File: src/hdl/etq_pkg.sv
// ---------------------------------------------------------------------------
// Euler-to-quaternion shared definitions
// Types, constants, the half-degree sine table and the rounding multiply used
// by the angle lanes, the component lanes and the top level.
// ---------------------------------------------------------------------------
package etq_pkg;

   // Default number of fraction bits on the result fields.
   localparam int FRAC_BITS_DEF = 14;

   // Internal fixed point: Q2.30 magnitudes.
   localparam int QI       = 30;
   localparam int MAG_W    = QI + 1;
   localparam int DEG_W    = 9;
   localparam int QUAT_W   = 16;
   localparam int IDX_W    = 8;
   localparam int TABLE_TOP = 180;

   // Pi in Q2.30 and the number of half degrees in a half turn.
   localparam logic [63:0] PI_Q30             = 64'd3373259426;
   localparam logic [63:0] HALF_TURN_HALF_DEG = 64'd360;
   localparam int          SERIES_TERMS       = 12;

   // Divisors (2n)(2n+1) of the alternating sine series.
   localparam logic [63:0] SERIES_DIV [1:SERIES_TERMS] = '{
      64'd6, 64'd20, 64'd42, 64'd72, 64'd110, 64'd156,
      64'd210, 64'd272, 64'd342, 64'd420, 64'd506, 64'd600
   };

   // A value in sign and magnitude form; the magnitude never exceeds 1.0.
   typedef struct packed {
      logic              neg;
      logic [MAG_W-1:0]  mag;
   } sm_type;

   // Per-stage advance strobes from the pipeline control.
   typedef struct packed {
      logic s1;
      logic s2;
      logic s3;
      logic s4;
   } stage_en_type;

   // How a component lane combines its two products.
   typedef enum logic {
      COMB_ADD,
      COMB_SUB
   } comb_op_type;

   typedef logic [MAG_W-1:0] sin_table_type [0:TABLE_TOP];

   // Sine of k half degrees in Q2.30, evaluated at elaboration only.
   function automatic logic [MAG_W-1:0] sin_half_deg(input int unsigned k);
      logic [63:0] x;
      logic [63:0] x2;
      logic [63:0] term;
      longint      sum;
      x    = (64'(k) * PI_Q30 + HALF_TURN_HALF_DEG / 2) / HALF_TURN_HALF_DEG;
      x2   = (x * x) >> QI;
      term = x;
      sum  = longint'(x);
      for (int n = 1; n <= SERIES_TERMS; n++) begin
         term = ((term * x2) >> QI) / SERIES_DIV[n];
         if (n[0]) begin
            sum = sum - longint'(term);
         end else begin
            sum = sum + longint'(term);
         end
      end
      if (sum < 0) begin
         sum = 0;
      end
      if (sum > (longint'(1) <<< QI)) begin
         sum = longint'(1) <<< QI;
      end
      return MAG_W'(sum);
   endfunction

   function automatic sin_table_type build_sin_table();
      sin_table_type t;
      for (int unsigned k = 0; k <= TABLE_TOP; k++) begin
         t[k] = sin_half_deg(k);
      end
      return t;
   endfunction

   // Quarter-wave sine table, half-degree steps, Q2.30.
   localparam sin_table_type SIN_TABLE = build_sin_table();

   // Q2.30 product rounded to nearest, ties away from zero.
   function automatic sm_type qmul(input sm_type a, input sm_type b);
      logic [2*MAG_W-1:0] prod;
      logic [2*MAG_W:0]   rnd;
      sm_type             r;
      prod  = a.mag * b.mag;
      rnd   = {1'b0, prod} + ((2*MAG_W+1)'(1) << (QI - 1));
      r.neg = a.neg ^ b.neg;
      r.mag = rnd[QI +: MAG_W];
      return r;
   endfunction

endpackage

File: src/hdl/etq_comp_lane.sv
// ---------------------------------------------------------------------------
// Euler-to-quaternion component lane
// Forms two rounded products, adds or subtracts them and rounds the sum to
// the output format with saturation; holds the result register.
// ---------------------------------------------------------------------------
module etq_comp_lane #(
   parameter int FRAC_BITS = etq_pkg::FRAC_BITS_DEF
) (
   input  logic                                 clock,
   input  etq_pkg::stage_en_type                stage_en,
   input  etq_pkg::comb_op_type                 comb_op,
   input  etq_pkg::sm_type                      op_a0,
   input  etq_pkg::sm_type                      op_b0,
   input  etq_pkg::sm_type                      op_a1,
   input  etq_pkg::sm_type                      op_b1,
   output logic signed [etq_pkg::QUAT_W-1:0]    quat
);

   localparam int SUM_W = etq_pkg::MAG_W + 2;
   localparam int SHIFT = etq_pkg::QI - FRAC_BITS;
   localparam logic [SUM_W-1:0] ROUND_HALF =
      (SHIFT > 0) ? (SUM_W'(1) << (SHIFT - 1)) : '0;
   localparam logic [SUM_W-1:0] LIMIT = SUM_W'(1) << FRAC_BITS;

   etq_pkg::sm_type                  prod0_ff;
   etq_pkg::sm_type                  prod1_ff;
   logic signed [SUM_W-1:0]          term0;
   logic signed [SUM_W-1:0]          term1;
   logic signed [SUM_W-1:0]          sum;
   logic                             sum_neg;
   logic [SUM_W-1:0]                 sum_mag;
   logic [SUM_W-1:0]                 rnd_mag;
   logic [SUM_W-1:0]                 sat_mag;
   logic [SUM_W-1:0]                 res;
   logic signed [etq_pkg::QUAT_W-1:0] quat_in;
   logic signed [etq_pkg::QUAT_W-1:0] quat_ff;

   // Product rank.
   always_ff @(posedge clock) begin
      if (stage_en.s3) begin
         prod0_ff <= etq_pkg::qmul(op_a0, op_b0);
         prod1_ff <= etq_pkg::qmul(op_a1, op_b1);
      end
   end

   // Sum, round half away from zero, saturate to one, keep the low bits.
   always_comb begin
      term0   = prod0_ff.neg ? -SUM_W'(prod0_ff.mag) : SUM_W'(prod0_ff.mag);
      term1   = prod1_ff.neg ? -SUM_W'(prod1_ff.mag) : SUM_W'(prod1_ff.mag);
      sum     = (comb_op == etq_pkg::COMB_SUB) ? term0 - term1 : term0 + term1;
      sum_neg = sum[SUM_W-1];
      sum_mag = sum_neg ? SUM_W'(-sum) : SUM_W'(sum);
      rnd_mag = (sum_mag + ROUND_HALF) >> SHIFT;
      sat_mag = (rnd_mag > LIMIT) ? LIMIT : rnd_mag;
      res     = sum_neg ? SUM_W'(-sat_mag) : sat_mag;
      quat_in = res[etq_pkg::QUAT_W-1:0];
   end

   // Result register.
   always_ff @(posedge clock) begin
      if (stage_en.s4) begin
         quat_ff <= quat_in;
      end
   end

   assign quat = quat_ff;

endmodule

File: config.mk
export PLATFORM = sky130hd
export DESIGN_NAME = etq_comp_lane
export DESIGN_NICKNAME = d
export VERILOG_FILES = /design/src/hdl/etq_pkg.sv /design/src/hdl/etq_comp_lane.sv
export SDC_FILE = /design/constraint.sdc
export NUM_CORES = 2
export LEC_CHECK = 0
export ABC_AREA = 1
export BUFFER_PORTS_ARGS = -buffer_cell sky130_fd_sc_hd__buf_2
export CAP_MARGIN = 0
export CORE_MARGIN = 2
export CORE_UTILIZATION = 30
export CTS_BUF_LIST = sky130_fd_sc_hd__clkbuf_8
export CTS_CLUSTER_SIZE = 10
export DETAILED_ROUTE_END_ITERATION = 10
export GPL_TIMING_DRIVEN = 0
export PLACE_DENSITY_LB_ADDON = 0.05
export SLEW_MARGIN = 40
export SYNTH_ARGS = -nofsm -noshare
export SYNTH_HDL_FRONTEND = slang
export SYNTH_SLANG_ARGS = --single-unit
File: constraint.sdc
create_clock -name clock -period 8.4 [get_ports clock]
set_input_delay 1.26 -clock clock [delete_from_list [all_inputs] [get_ports clock]]
set_output_delay 1.26 -clock clock [all_outputs]
set_load 0.01 [all_outputs]
### Word level (Yosys, flattened, before mapping)

Cells that the tools add are included.

* add/sub/neg operators: 9
* $mul: 2
* $lt $le $gt $ge: 1
* multiplexer cells: 6
* bitwise logic cells: 2

Operators with widths (count)
* 33-bit two-way mux: 4
* 61-bit by 30-bit adder with 61-bit output (second input constant): 2
* 31-bit by 31-bit multiplier with 61-bit output: 2
* 31-bit negation with 33-bit output: 2
* 33-bit by 16-bit adder with 33-bit output (second input constant): 1
* 33-bit adder: 1
* 33-bit negation: 1
* 33-bit subtractor: 1
* 16-bit two-way mux: 2
* 17-bit by 15-bit greater-than comparator with 1-bit output (second input constant): 1
* 16-bit negation: 1
* 1-bit bitwise XOR: 2

* bits in registers: 80

### Longest topological paths before layout

* depth in word-level cells: 11
* gate-level depth with buffers: 59
* gate-level depth less buffers: 58

### Worst setup path after synthesis

Ideal clock, no wire load.

* path kind: in2reg
* start point: input port op_a1[1] in the netlist's numbering
* end point: register prod1_ff[23] in the netlist's numbering, data pin
* library setup time: 0.260 ns
* arrival time: 7.722 ns
* setup slack: 0.418 ns
* stages: 31
* buffers on the path: 2
* cells stage by stage: clkbuf_1 -> clkbuf_1 -> nand2_1 -> fa_1 -> fa_1 -> inv_1 -> fa_1 -> inv_1 -> fa_1 -> fa_1 -> fa_1 -> inv_1 -> fa_1 -> inv_1 -> fa_1 -> inv_1 -> ha_1 -> nand2_1 -> nor2_1 -> inv_1 -> nor3_1 -> inv_1 -> nor4_1 -> o21ai_0 -> nand2_1 -> a211oi_1 -> o21bai_1 -> nand2_1 -> nand2_1 -> a31oi_1 -> xnor2_1

* word-level cells in the longest chain between the ends: 2

Ends and longest elaborated chain
* start: declaration: RTL line etq_comp_lane.sv:14 `input etq_pkg::sm_type op_a1,`
* 31-bit by 31-bit multiplier with 61-bit output: RTL line etq_pkg.sv:95 `prod = a.mag * b.mag;`
* 61-bit by 30-bit adder with 61-bit output: RTL line etq_pkg.sv:96 `rnd = {1'b0, prod} + ((2*MAG_W+1)'(1) << (QI - 1));`
* end signal: assignment: RTL line etq_comp_lane.sv:42 `prod1_ff <= etq_pkg::qmul(op_a1, op_b1);`
* end: declaration: RTL line etq_comp_lane.sv:26 `etq_pkg::sm_type prod1_ff;`

Every way passes these cells.
A chain may end at the register's enable or synchronous reset.

### Final worst setup path

* start point: input port op_b0[27] in the netlist's numbering
* end point: register prod0_ff[27] in the netlist's numbering, data pin

* word-level cells in the longest chain between the ends: 2

Ends and longest elaborated chain
* start: declaration: RTL line etq_comp_lane.sv:13 `input etq_pkg::sm_type op_b0,`
* 31-bit by 31-bit multiplier with 61-bit output: RTL line etq_pkg.sv:95
* 61-bit by 30-bit adder with 61-bit output: RTL line etq_pkg.sv:96
* end signal: assignment: RTL line etq_comp_lane.sv:41 `prod0_ff <= etq_pkg::qmul(op_a0, op_b0);`
* end: declaration: RTL line etq_comp_lane.sv:25 `etq_pkg::sm_type prod0_ff;`

Every way passes these cells.

==> impl_results.md <==
- Nets: 11,640
- Synthesis-stage register bit count: 80
- Share of cells above drive strength 1: 0.09753
- Drt first pass iters: 6
- Routed len/inst: 25.36 microns
- CTS tree: yes
- Worst r2r src: prod1_ff[31]$_DFFE_PP_
- Synthesis warning total: 0
- Port buffer count: 146
- GRT overflow: 0
- Clock skew: 0.03496 ns
- Mapped Area: 70,610 sq um
- Max cap viols: 0
- CTS Buf Count: 9
- Worst Path Arrival: 8.64 ns
- Crit path launch type: primary input
- Vias per cell: 4.750
- Slew @ Worst Pin: 0.8307 ns
- Synth Area in Compound Gates: 0.03012
- Slowest CP cell: fa_1
- Simple-gate share of the synthesized area: 0.1829
- CTS root buf: clkbuf_8
- Endpoint, Worst Hold: prod1_ff[31]$_DFFE_PP_
- Most common cell after layout, fill and taps aside: nand2_1
- Htree depth: 3
- Min-delay src: stage_en[1]
- Setup violators final: 0
- Routability cong.: 0.9485
- Critical-path maximum fanout: 10
- R2r setup slk: 0.65 ns
- WHS Path Cells: 1
- DP Worst Slack: -2.805 ns
- Placed Instances: 12,290
- Area after DPL: 75,650 sq um
- Critical path's largest stage delay: 0.61 ns
- Final max-slew violation count: 0
- Status: finished clean
- Global-route usage over all layers: 0.2634
- F_max: 119.1 MHz
- Largest net degree at the start of global routing: 62
- Die Y: 489.2 microns
- First-pass GRT wire length: 449,300 microns
- Total vias in the final route: 58,980
- Cell row count: 178
- Drt drc: 0
- Largest family of logic cells by synthesized area: adder cells
- Final instance area: 80,610 sq um
- Hold Buf Count CTS: 0
- Initial antenna violation count: 26
- Clock Latency Late Sink: 0.45 ns
- Final setup margin: 0.002394 ns
- CTS Sinks: 80
- Initial drt markers: 4,458
- Core area: 234,700 sq um
- Reg2Reg Capture Point: quat[8]$_DFFE_PP_
- Initial core utilization: 0.3008
- Final wirelength: 314,800 microns
- Finished Layout Cells: 12,420
- Worst slew margin relative to its limit: 0.4462
- Synth Area in Adders: 0.5778
- Commonest cells after routing, fill and taps aside: nand2_1, inv_1, fa_1
- Xor-xnor portion of the synthesized cell area: 0.02068
- DIE WIDTH: 489.2 microns
- Syn Nets: 11,380
- Fin crit share: 0.9997
- WS Path Type: primary input to flip-flop
- Die Area: 239,300 sq um
- Reg clk slew, reported paths: 0.13 ns
- Min-Delay Path Class: primary input to flip-flop
- Post-synthesis mux area share: 0
- Final Hold Fails: 0
- Vias in the first global route: 61,410
- Antenna Nets Post-Route: 0
- RSZ-0062 raised after global routing: yes
- Seq/Total Area, Yosys: 0.03402
- Area taken by multi-input logic gates: 58,180 sq um
- Critical Path RT: 8.64 ns
- Synth-to-Final Area Change: 14.15%
- R2r worst-path depth: 51
- Top FF cell, synth: edfxtp_1
- CP most frequent cell: fa_1
- Critical Path Sink Type: flip-flop
- Post-synth EDFFs: 80
- Clock Tree Buf Depth: 2
- Minimum clock period: 8.398 ns
- FFs w/ async S/R, synth: 0
- Synthesized area per cell: 7.859 sq um
- Yosys cell types: 60
- IO Pins: 150
- Post-DP HPWL: 268,900 microns
- Fillers: 25,430
- Synth Instances: 8,985
- Total negative slack: 0 ns
- Storage cell area: 2402 sq um
==> cells in the mapped netlist (12+ instances only) <==
cell	count	share of area
xnor2_1	56	0.0069
nand2_1	2544	0.14
o21ai_0	90	0.0064
nand3b_1	12	0.0013
nand3_1	163	0.012
fa_1	1675	0.47
xor2_1	107	0.013
ha_1	581	0.10
a31oi_1	47	0.0042
nand3_2	15	0.0021
clkbuf_1	372	0.020
nor2_1	319	0.017
inv_1	2490	0.13
inv_2	17	0.00090
nor2_2	14	0.0012
nand2_2	32	0.0028
a21oi_1	159	0.011
nand4_1	52	0.0046
nor3_1	32	0.0023
edfxtp_1	80	0.034
==> registers in the layout (all words and copies together) (netlist names) <==
name and cells:
quat 16, prod0_ff 32, prod1_ff 32
==> logic make-up (layout without fill, tap and decap cells) <==
family	Yosys count	count (layout)
flops	80	80
fa+ha+maj	2256	2256
simple gates	3219	3219
buf+inv	2896	3170
xor+xnor	165	165
other cells	0	8
compound gates	369	369
==> critical path: cells and delay by family <==
| kind | cells | cell delay (ns) |
|---|---|---|
| adders and majority gates | 9 | 4.31 |
| AOI/OAI and AO/OA | 6 | 1.42 |
| buffers and inverters | 6 | 0.86 |
| and+or+nand+nor | 3 | 0.48 |
| xor gates and xnor gates | 1 | 0.29 |
==> metrics by stage <==
stage	hold slack [ns]	utilization
floorplan	1.322	-
global placement	1.610	0.3207
detailed placement	1.602	0.3223
CTS	1.088	0.3361
global route	1.106	0.3433
finish	1.135	0.3434
==> per-layer routing <==
metal / routed length (microns) / share of wire / global-route usage
met2: 133200 / 0.42 / 0.3952
met4: 7736 / 0.025 / 0.04867
met3: 22600 / 0.072 / 0.04293
met5: 143 / 0.00045 / 0.005032
met1: 151100 / 0.48 / 0.3980
==> worst max path at each step <==
stage              start                      to  slack [ns]  cells past startpoint
6_report       op_b0[27]  prod0_ff[27]$_DFFE_PP_       0.002                     25
3_5_place_dp    op_b0[1]  prod0_ff[28]$_DFFE_PP_       -2.81                     28
2_1_floorplan   op_a1[1]  prod1_ff[23]$_DFFE_PP_        0.42                     31
4_1_cts         op_b0[1]  prod0_ff[28]$_DFFE_PP_       -0.03                     30
5_1_grt         op_b1[8]  prod1_ff[23]$_DFFE_PP_       -0.09                     27
3_3_place_gp    op_b1[1]  prod1_ff[23]$_DFFE_PP_       -2.95                     32
==> cell type report <==
class,count,share of cell area
Tap cell,3150,0.04890
Inverter,2508,0.1168
Sequential cell,80,0.02980
Multi-Input combinational cell,6009,0.7217
Clock buffer,9,0.001537
Clock inverter,7,0.001087
Antenna cell,8,0.0002484
Buffer,384,0.05540
Timing Repair Buffer,262,0.02451
==> repair_timing <==
item / CTS / global route
gates cloned: 0 / 3
endpoints found under the setup margin: 64 / 56
pin swaps: 23 / 63
endpoints found under the hold margin: 0 / 0
resized for setup: 674 / 464
buffers inserted: 46 / 63
Power is left out: the tool's default activity adds up to more than one toggle a clock period on the data nets, which glitch-free logic cannot reach.
